File: src/kqkd_pkg.sv
package kqkd_pkg;

    // operation codes carried with each beat
    typedef enum logic [1:0] {
        KIND_ENC    = 2'd0,
        KIND_DEC    = 2'd1,
        KIND_DERIVE = 2'd2
    } kind_t;

    localparam logic [31:0] NLF_TABLE   = 32'h3A5C742E;
    localparam logic [31:0] DERIVE_HIGH = 32'h60000000;
    localparam logic [31:0] DERIVE_LOW  = 32'h20000000;
    localparam int          KEY_BITS    = 64;

    // one item in flight: operation and the two cipher lanes
    typedef struct packed {
        logic [1:0]  kind;
        logic [31:0] lane_hi;
        logic [31:0] lane_lo;
    } item_t;

    // nonlinear function lookup
    function automatic logic nlf(input logic [4:0] sel);
        nlf = NLF_TABLE[sel];
    endfunction

    // one forward round, new bit enters at the top
    function automatic logic [31:0] enc_round(input logic [31:0] x, input logic kbit);
        logic fb;
        fb = x[0] ^ x[16] ^ kbit ^ nlf({x[31], x[26], x[20], x[9], x[1]});
        enc_round = {fb, x[31:1]};
    endfunction

    // one inverse round, new bit enters at the bottom
    function automatic logic [31:0] dec_round(input logic [31:0] x, input logic kbit);
        logic fb;
        fb = x[31] ^ x[15] ^ kbit ^ nlf({x[30], x[25], x[19], x[8], x[0]});
        dec_round = {x[30:0], fb};
    endfunction

    // result word from a finished item
    function automatic logic [63:0] make_result(input item_t it);
        logic [63:0] res;
        case (it.kind) inside
            KIND_ENC, KIND_DEC: res = {32'd0, it.lane_hi};
            KIND_DERIVE:        res = {it.lane_hi, it.lane_lo};
            default:            res = 64'd0;
        endcase
        make_result = res;
    endfunction

endpackage

File: src/kqkd_out.sv
module kqkd_out (
    input  logic                clk,
    input  logic                rst_n,
    input  logic                pipe_valid,
    input  kqkd_pkg::item_t     pipe_item,
    output logic                pipe_ready,
    output logic                out_valid,
    input  logic                out_stall,
    output logic [63:0]         result_word
);
    import kqkd_pkg::*;

    logic        out_valid_reg;
    logic        out_valid_next;
    logic [63:0] out_data_reg;
    logic [63:0] out_data_next;
    logic        skid_valid_reg;
    logic        skid_valid_next;
    logic [63:0] skid_data_reg;
    logic [63:0] skid_data_next;
    logic        beat;
    logic [63:0] beat_data;

    assign pipe_ready = !skid_valid_reg;
    assign beat       = pipe_valid && pipe_ready;
    assign beat_data  = make_result(pipe_item);

    // output register with a one-entry skid behind it
    always_comb
    begin
        out_valid_next  = out_valid_reg;
        out_data_next   = out_data_reg;
        skid_valid_next = skid_valid_reg;
        skid_data_next  = skid_data_reg;
        if (out_valid_reg && out_stall)
        begin
            if (beat)
            begin
                skid_valid_next = 1'b1;
                skid_data_next  = beat_data;
            end
        end
        else if (skid_valid_reg)
        begin
            out_valid_next  = 1'b1;
            out_data_next   = skid_data_reg;
            skid_valid_next = 1'b0;
        end
        else
        begin
            out_valid_next = beat;
            out_data_next  = beat_data;
        end
    end

    always_ff @(posedge clk or negedge rst_n)
    begin
        if (!rst_n)
        begin
            out_valid_reg  <= 1'b0;
            skid_valid_reg <= 1'b0;
        end
        else
        begin
            out_valid_reg  <= out_valid_next;
            skid_valid_reg <= skid_valid_next;
        end
    end

    always_ff @(posedge clk)
    begin
        out_data_reg  <= out_data_next;
        skid_data_reg <= skid_data_next;
    end

    assign out_valid   = out_valid_reg;
    assign result_word = out_data_reg;

endmodule

File: config.mk
export PLATFORM = sky130hd
export DESIGN_NAME = kqkd_out
export DESIGN_NICKNAME = d
export VERILOG_FILES = /design/src/kqkd_pkg.sv /design/src/kqkd_out.sv
export SDC_FILE = /design/constraint.sdc
export NUM_CORES = 1
export LEC_CHECK = 0
export ABC_AREA = 1
export BUFFER_PORTS_ARGS = -buffer_cell sky130_fd_sc_hd__buf_2
export CAP_MARGIN = 20
export CORE_ASPECT_RATIO = 0.75
export CORE_UTILIZATION = 28
export DETAILED_ROUTE_END_ITERATION = 12
export PLACE_DENSITY = 0.58
export REMOVE_ABC_BUFFERS = 1
export SYNTH_ARGS = -nofsm -noshare
export SYNTH_HDL_FRONTEND = slang
export SYNTH_SLANG_ARGS = --single-unit
File: constraint.sdc
create_clock -name clk -period 4.72 [get_ports clk]
set_clock_uncertainty 0.1 [all_clocks]
set_input_delay 0.708 -clock clk [delete_from_list [all_inputs] [get_ports clk]]
set_output_delay 0.708 -clock clk [all_outputs]
set_load 0.02 [all_outputs]
==> reports/qor.csv <==
metric,value,unit
leakage,3.26,nW
endpoint,pipe_ready,
final_core_util,0.357,
ioPinCount,136,
multiInputGateArea,1560,um2
synth-seq-cells,130,
fin_crit_sh,0.643,
die-area,21300,um2
synthCells,523,
crit_buf_inv,4,
die_height,127,um
grt_usage,0.134,
syn_area,5790,um2
start_util,0.286,
synthTopCellsByArea,"edfxtp_1 (66%), nand2_1 (13%), nand3_2 (5.2%)",
reg2reg_slack,2.47,ns
drtPass1Iterations,6,
vias,3940,
cts_made_buffers,17,
path_max_fanout,66,
clock_path_buffers,2,
r2r-end,skid_data_reg[28],
critPathLaunchType,flip-flop,
worstMarginPinSlew,0.966,ns
clk_latency,0.42,ns
rsz0062_at_grt,no,
critical_path.startpoint,skid_valid_reg,
final_hold_viol_count,0,
final-seq-area,3890,um2
tritoncts,yes,
die_w,168,um
hp-class,reg -> reg,
wirelength,13.9,mm
fin_hold_ws,0.413,ns
critPathMaxStageDelay,0.62,ns
cp_slowest_cell,buf_4,
p_per_area,436,nW/um2
fillCellCount,2077,
io_buffers,135,
cpLargestDelayFamily,buffers and inverters,
grt_start_max_net_pins,67,
maxCapViolCount,0,
timing_worst_setup_path_type,reg -> out,
ir_worst_vdd,0.191,mV
period_minus_slack,3.03,ns
crit_chain,"buf_4, inv_2, buf_4, buf_2",
fmax,0.330,GHz
synth_top_area_frac,0.664,
worst_setup_path_end_kind,output pin,
yosys_warnings,0,
cpMostUsedCell,buf_4,
clkSinkCount,130,
ant_nets,0,
worstReg2RegStart,skid_valid_reg,
synthDistinctLibCells,16,
clk_pin_slew,0.06,ns
yosysSeqAreaShare,0.672,
grt_pass1_wl,21.2,mm
critical_path_required,3.91,ns
num_rows,45,
syn2layout_area_growth,25.1,%
dr.first_iter.drc_count,317,
nNetsFinal,723,
tns,0,ns
total_power,3.16,mW
vias_per_cell,4.26,
clockRootBuffer,clkbuf_16,
hpwl,7.73,mm
worstHoldStart,skid_data_reg[6],
r2r_cells,5,
synth_top_cell_by_area,edfxtp_1,
gr-total-overflow,0,
status,finished clean,
crit_cells,4,
syn_avg_cell_area,11.1,um2
maxSlewViolCount,0,
drc,0,
slew-limit-headroom,0.355,
num_antenna_cells,0,
drive_gt1_frac,0.351,
h-tree-depth,4,
grt_pass1_vias,3842,
setup_viol,0,
design.core.area,20300,um2
arrival,2.23,ns
gp_congestion,0.708,
wl_per_cell,15.0,um
antenna_found_initial,0,
[cell usage after synthesis]
library cell / count
nor2_1: 35
nor2_8: 1
inv_2: 2
edfxtp_1: 128
inv_4: 1
buf_6: 6
clkbuf_1: 5
nand3_2: 30
dfrtp_1: 2
buf_2: 6
nand2_1: 197
inv_1: 33
buf_1: 1
nand3_1: 34
nand2_2: 30
buf_4: 12
[area by class of cell]
class                           count  area share
Tap cell                          258      0.0446
Clock buffer                       20      0.0603
Inverter                           36      0.0190
Clock inverter                     12      0.0226
Multi-Input combinational cell    327       0.216
Timing Repair Buffer              141      0.0998
Sequential cell                   130       0.538
[cells in the final DEF (no fill, tap or decap)]
cell type      netlist  final
clkbuf_1             5      3
nor2_8               1      1
inv_4                1      1
nand2_1            197    196
clkinv_1             0      3
dfrtp_1              2      1
nor2_4               0      1
bufinv_16            0      4
nor2_1              35     34
buf_2                6    135
buf_4               12      5
nand2_4              0      1
clkbuf_16            0     17
clkinv_2             0      2
edfxtp_1           128    128
dlygate4sd3_1        0      1
inv_2                2      3
nand2_2             30     30
nand3_2             30     30
dfrtp_2              0      1
nand3_1             34     34
clkinvlp_4           0      3
inv_1               33     32
[cells by family (layout without fill, tap and decap cells)]
logic type	after synthesis	after routing	share of synthesized area
AND/OR/NAND/NOR	327	327	0.268
flip-flops	130	130	0.672
buffers and inverters	66	209	0.0601
[worst reg2reg max path, stage by stage (launching register included)]
cell	delay [ns]
dfrtp_2	0.38
buf_4	0.36
inv_2	0.14
nand2_1	0.09
nor2_4	0.07
buf_4	0.71
[routing by layer]
metal  global-route usage  share of wire
met1                0.186           0.49
met5                    0              0
met3               0.0356          0.074
met2                0.200           0.42
met4               0.0545          0.015
[how the worst min path moves through the flow]
stage	end	slack, ns	depth (start not counted)
2_1_floorplan	out_valid	0.31	0
3_3_place_gp	out_valid	0.40	1
3_5_place_dp	out_valid	0.40	1
4_1_cts	out_valid	0.40	3
5_1_grt	out_valid	0.42	3
6_report	result_word[6]	0.41	2
[through the flow]
step,instance area (um2),cells,setup WS (ns)
6_report,7240,924,1.69
4_1_cts,7240,924,1.66
3_5_place_dp,6630,891,1.55
5_1_grt,7240,924,1.58
2_1_floorplan,5580,493,-0.908
3_3_place_gp,6630,891,1.65
[report_power, final]
group          switching, mW  internal, mW  total, mW
logic                  0.267         0.108      0.375
clock network          0.507         0.876       1.38
registers             0.0234          1.38       1.40
total                  0.797          2.36       3.16
[timing repair]
item,CTS,global route
hold buffers,1,0
buffers inserted,0,0
hold endpoints to repair,2,0
gates resized for setup,0,0
(Power assumes the default switching activity.)
