[src/kqkd_pkg.sv]
package kqkd_pkg;

    // operation codes carried with each beat
    typedef enum logic [1:0] {
        KIND_ENC    = 2'd0,
        KIND_DEC    = 2'd1,
        KIND_DERIVE = 2'd2
    } kind_t;

    localparam logic [31:0] NLF_TABLE   = 32'h3A5C742E;
    localparam logic [31:0] DERIVE_HIGH = 32'h60000000;
    localparam logic [31:0] DERIVE_LOW  = 32'h20000000;
    localparam int          KEY_BITS    = 64;

    // one item in flight: operation and the two cipher lanes
    typedef struct packed {
        logic [1:0]  kind;
        logic [31:0] lane_hi;
        logic [31:0] lane_lo;
    } item_t;

    // nonlinear function lookup
    function automatic logic nlf(input logic [4:0] sel);
        nlf = NLF_TABLE[sel];
    endfunction

    // one forward round, new bit enters at the top
    function automatic logic [31:0] enc_round(input logic [31:0] x, input logic kbit);
        logic fb;
        fb = x[0] ^ x[16] ^ kbit ^ nlf({x[31], x[26], x[20], x[9], x[1]});
        enc_round = {fb, x[31:1]};
    endfunction

    // one inverse round, new bit enters at the bottom
    function automatic logic [31:0] dec_round(input logic [31:0] x, input logic kbit);
        logic fb;
        fb = x[31] ^ x[15] ^ kbit ^ nlf({x[30], x[25], x[19], x[8], x[0]});
        dec_round = {x[30:0], fb};
    endfunction

    // result word from a finished item
    function automatic logic [63:0] make_result(input item_t it);
        logic [63:0] res;
        case (it.kind) inside
            KIND_ENC, KIND_DEC: res = {32'd0, it.lane_hi};
            KIND_DERIVE:        res = {it.lane_hi, it.lane_lo};
            default:            res = 64'd0;
        endcase
        make_result = res;
    endfunction

endpackage

[src/kqkd_stage.sv]
module kqkd_stage #(
    parameter int FIRST_ROUND = 0,
    parameter int NUM_ROUNDS  = 8
) (
    input  logic                clk,
    input  logic                rst_n,
    input  logic                en,
    input  logic                in_valid,
    input  kqkd_pkg::item_t     in_item,
    input  logic [63:0]         key,
    output logic                out_valid,
    output kqkd_pkg::item_t     out_item
);
    import kqkd_pkg::*;

    logic  valid_reg;
    item_t item_reg;
    item_t item_next;

    // unrolled rounds of this stage on both lanes
    always_comb
    begin
        item_next = in_item;
        for (int j = 0; j < NUM_ROUNDS; j++)
        begin
            if (in_item.kind == KIND_ENC)
            begin
                item_next.lane_hi = enc_round(item_next.lane_hi,
                                              key[6'((FIRST_ROUND + j) & (KEY_BITS - 1))]);
                item_next.lane_lo = enc_round(item_next.lane_lo,
                                              key[6'((FIRST_ROUND + j) & (KEY_BITS - 1))]);
            end
            else
            begin
                item_next.lane_hi = dec_round(item_next.lane_hi,
                                              key[6'((15 - FIRST_ROUND - j) & (KEY_BITS - 1))]);
                item_next.lane_lo = dec_round(item_next.lane_lo,
                                              key[6'((15 - FIRST_ROUND - j) & (KEY_BITS - 1))]);
            end
        end
    end

    // valid bit
    always_ff @(posedge clk or negedge rst_n)
    begin
        if (!rst_n)
        begin
            valid_reg <= 1'b0;
        end
        else if (en)
        begin
            valid_reg <= in_valid;
        end
    end

    // payload
    always_ff @(posedge clk)
    begin
        if (en)
        begin
            item_reg <= item_next;
        end
    end

    assign out_valid = valid_reg;
    assign out_item  = item_reg;

endmodule

[config.mk]
export PLATFORM = sky130hd
export DESIGN_NAME = kqkd_stage
export DESIGN_NICKNAME = d
export VERILOG_FILES = /design/src/kqkd_pkg.sv /design/src/kqkd_stage.sv
export SDC_FILE = /design/constraint.sdc
export NUM_CORES = 1
export LEC_CHECK = 0
export BUFFER_PORTS_ARGS = -buffer_cell sky130_fd_sc_hd__buf_2
export CAP_MARGIN = 20
export CORE_MARGIN = 1.5
export CORE_UTILIZATION = 44
export DETAILED_ROUTE_END_ITERATION = 7
export PLACE_DENSITY = 0.66
export SKIP_LAST_GASP = 1
export SLEW_MARGIN = 20
export SYNTH_ARGS = -nofsm -noshare
export SYNTH_HDL_FRONTEND = slang
export SYNTH_SLANG_ARGS = --single-unit
[constraint.sdc]
create_clock -name clk -period 0.88 [get_ports clk]
set_input_delay 0.088 -clock clk [delete_from_list [all_inputs] [get_ports clk]]
set_output_delay 0.088 -clock clk [all_outputs]
set_load 0.05 [all_outputs]
==> flow_metrics.py <==
metrics = {
    "finish": {
        "num_antenna_cells": 0,
        "drive_gt1_share_pct": 52.2,
        "finalNetCount": 2130,
        "mostFrequentLayoutCells": "buf_4, nand2_1, buf_2",
        "final_core_util_pct": 81.1,
        "final_common_cell": "buf_4",
        "area_delta_synth_final_pct": 81.9,
    },
    "sta": {
        "fmax_mhz": 153,
        "fin_skew_ns": 0,
        "worstMarginPinSlew_ns": 0.679,
        "finalHoldViolCount": 0,
        "slew_viol_final": 0,
        "period_needed_ns": 6.56,
        "post-route-period-util_pct": 745,
        "setup_viol": 131,
        "rsz0062_at_grt": "yes",
        "relSlewSlack_pct": 54.6,
        "worst_slack_ns": -5.68,
        "holdWs_ns": 0.0249,
    },
    "setup_path": {
        "worstPathMaxFanout": 6,
        "critPathCaptureType": "flip-flop",
        "cpMostUsedCell": "buf_4",
        "required_ns": 0.99,
        "critPathMaxStageDelay_ns": 0.54,
        "worstSetupStartpointType": "input pin",
        "crit_type": "input pin to flip-flop",
        "slowest_stage": "or4b_4",
        "worst_r2r_path_depth": 1,
        "arrival_ns": 6.67,
    },
    "drt": {
        "ant_nets": 0,
        "avgRoutedWirePerCell_microns": 22.5,
        "route.detailed.drc": 0,
        "viasPerCell": 6.26,
        "wl_microns": 51500,
        "first_pass_iters": 8,
        "vias": 14300,
        "drt-initial-drc-count": 1668,
    },
    "logic_synthesis": {
        "async_reset_ff_share_pct": 1.49,
        "syn_nets": 1501,
        "yosysSeqAreaShare_pct": 20.0,
        "syn-instance-count": 1367,
        "synth_top_area_share_pct": 19.8,
        "synth-edff-count": 66,
        "yosys.area.top_type": "edfxtp_1",
        "syn_area_sq_um": 10000,
        "ys_ff_latch": 67,
        "ys_warn_count": 0,
        "ys_types": 101,
        "synth_ff_type": "edfxtp_1",
        "synthTopCellsByArea": "edfxtp_1, nand2_1, mux2i_1, xnor2_1, nor2_1",
        "syn_avg_cell_area_sq_um": 7.34,
    },
    "floorplan": {
        "core_sq_um": 22500,
        "ioPinCount": 201,
        "dieArea_sq_um": 23700,
        "fp.dieW_microns": 154,
        "die_h_microns": 154,
        "rows": 55,
        "start_util_pct": 44.6,
    },
    "clock_network": {
        "cts-root-buf": "clkbuf_16",
        "cts.sinks": 67,
        "clockBufferDepth": 2,
        "h-tree-depth": 3,
        "cts_inserted_buffers": 9,
        "cts_tree": "yes",
        "clkLatencyLatePin_ns": 0.36,
        "path_clk_slew_ns": 0.06,
    },
    "power": {
        "powerDensity_nw_per_um2": 1590,
        "irDropWorstVdd_v": 0.00103,
        "leakage_nw": 8.04,
    },
    "grt": {
        "overflow": 0,
        "grt_max_degree": 51,
        "track_usage_pct": 37.4,
        "first_global_vias": 12800,
        "antenna_found_initial": 2,
        "grt_pass1_wl_microns": 69100,
    },
    "placement": {
        "dp_hpwl_microns": 34400,
        "gp_congestion": 0.956,
        "port_buffers": 152,
    },
    "run_status": {
        "violations": "negative setup slack",
        "status": "complete, but fails checks",
    },
    "run": {
        "cap_violations": 0,
    },
    "min_path": {
        "min_path_type": "input pin to asynchronous set/reset pin",
    },
}
==> routing by layer <==
layer / vias to the layer above / track usage (%) / routed length, microns
met5: - / 0 / 0
met4: 0 / 15.3 / 2780
met3: 253 / 7.07 / 6070
met2: 960 / 58.5 / 22800
met1: 6756 / 50.6 / 19800
li1: 6342 / - / -
==> synthesized netlist by cell type, types with 12 or more instances <==
| library cell | count |
|---|---|
| a211o_1 | 16 |
| a211oi_1 | 21 |
| a21oi_1 | 56 |
| a31oi_1 | 16 |
| and2_1 | 35 |
| and3_1 | 18 |
| buf_1 | 12 |
| buf_2 | 22 |
| clkbuf_1 | 72 |
| edfxtp_1 | 66 |
| inv_1 | 15 |
| mux2i_1 | 49 |
| nand2_1 | 242 |
| nand2b_1 | 27 |
| nand3_1 | 43 |
| nand3b_1 | 17 |
| nand4_1 | 17 |
| nor2_1 | 109 |
| nor2b_1 | 12 |
| nor3_1 | 38 |
| nor3b_1 | 18 |
| nor4_1 | 13 |
| o211ai_1 | 19 |
| o21ai_0 | 63 |
| o22ai_1 | 12 |
| or3_1 | 19 |
| xnor2_1 | 53 |
| xor2_1 | 36 |
==> critical path, delay by kind of cell <==
family | cells | cell delay [ns]
AO/OA/AOI/OAI | 8 | 2.14
multiplexers | 2 | 0.46
AND/OR/NAND/NOR | 8 | 2.01
XOR/XNOR | 5 | 0.89
buffers and inverters | 8 | 1.09
==> logic make-up after synthesis <==
group | synth area share [%]
flip-flops | 20.0
buffers and inverters | 4.99
AO/OA/AOI/OAI | 25.7
multiplexers | 6.99
XOR/XNOR | 9.05
AND/OR/NAND/NOR | 33.3
==> area by class of cell <==
| class | count | area, sq um |
|---|---|---|
| timing repair buffer | 726 | 6040 |
| fill | 1395 | 4260 |
| sequential | 67 | 2010 |
| clock inverter | 5 | 52.6 |
| multi-input combinational | 1177 | 9480 |
| clock buffer | 11 | 243 |
| inverter | 15 | 56.3 |
| tap | 285 | 357 |
==> sequential cells by signal, summed over array words and instances (netlist names) <==
name / count
out_item: 66
out_valid: 1
==> where the power goes <==
group          total [W]  internal [W]  switching, W
clock            0.00381       0.00226       0.00156
combinational     0.0211        0.0101        0.0109
sequential       0.00418       0.00408     0.0000975
==> metrics by stage <==
stage | TNS (ns) | cells | total power, W | cell area [sq um] | worst slack (ns)
after floorplan | -139.34 | 1367 | 0.0137 | 11000 | -5.78
after global placement | -143.82 | 2152 | 0.0195 | 14800 | -5.97
after detailed placement | -147.38 | 2152 | 0.0198 | 14800 | -6.12
after CTS | -120.77 | 2228 | 0.0258 | 16500 | -5.49
after global routing | -132.37 | 2286 | 0.0301 | 18200 | -5.88
final | -126.88 | 2286 | 0.0291 | 18200 | -5.68
==> what timing repair did <==
| item | in CTS | in global routing |
|---|---|---|
| resized for setup | 173 | 240 |
| hold buffers | 4 | 0 |
| pin swaps | 64 | 112 |
| endpoints found under the setup margin | 131 | 131 |
| setup buffers | 59 | 66 |
| cloned | 6 | 10 |
| endpoints found under the hold margin | 4 | 0 |
==> path summary, 6_finish.rpt <==
check | from | endpoint | slack, ns
setup / recovery | in_item[62] | out_item[63]$_DFFE_PP_ | -5.68
hold / removal | rst_n | out_valid$_DFFE_PN0P_ | 0.02
setup reg to reg | out_valid$_DFFE_PN0P_ | out_valid$_DFFE_PN0P_ | 0.12
hold reg to reg | out_valid$_DFFE_PN0P_ | out_valid$_DFFE_PN0P_ | 0.52
max in group asynchronous | rst_n | out_valid$_DFFE_PN0P_ | 0.76
min in group clk | en | out_valid$_DFFE_PN0P_ | 0.15
Note: power is estimated with default switching activity, not from simulation.
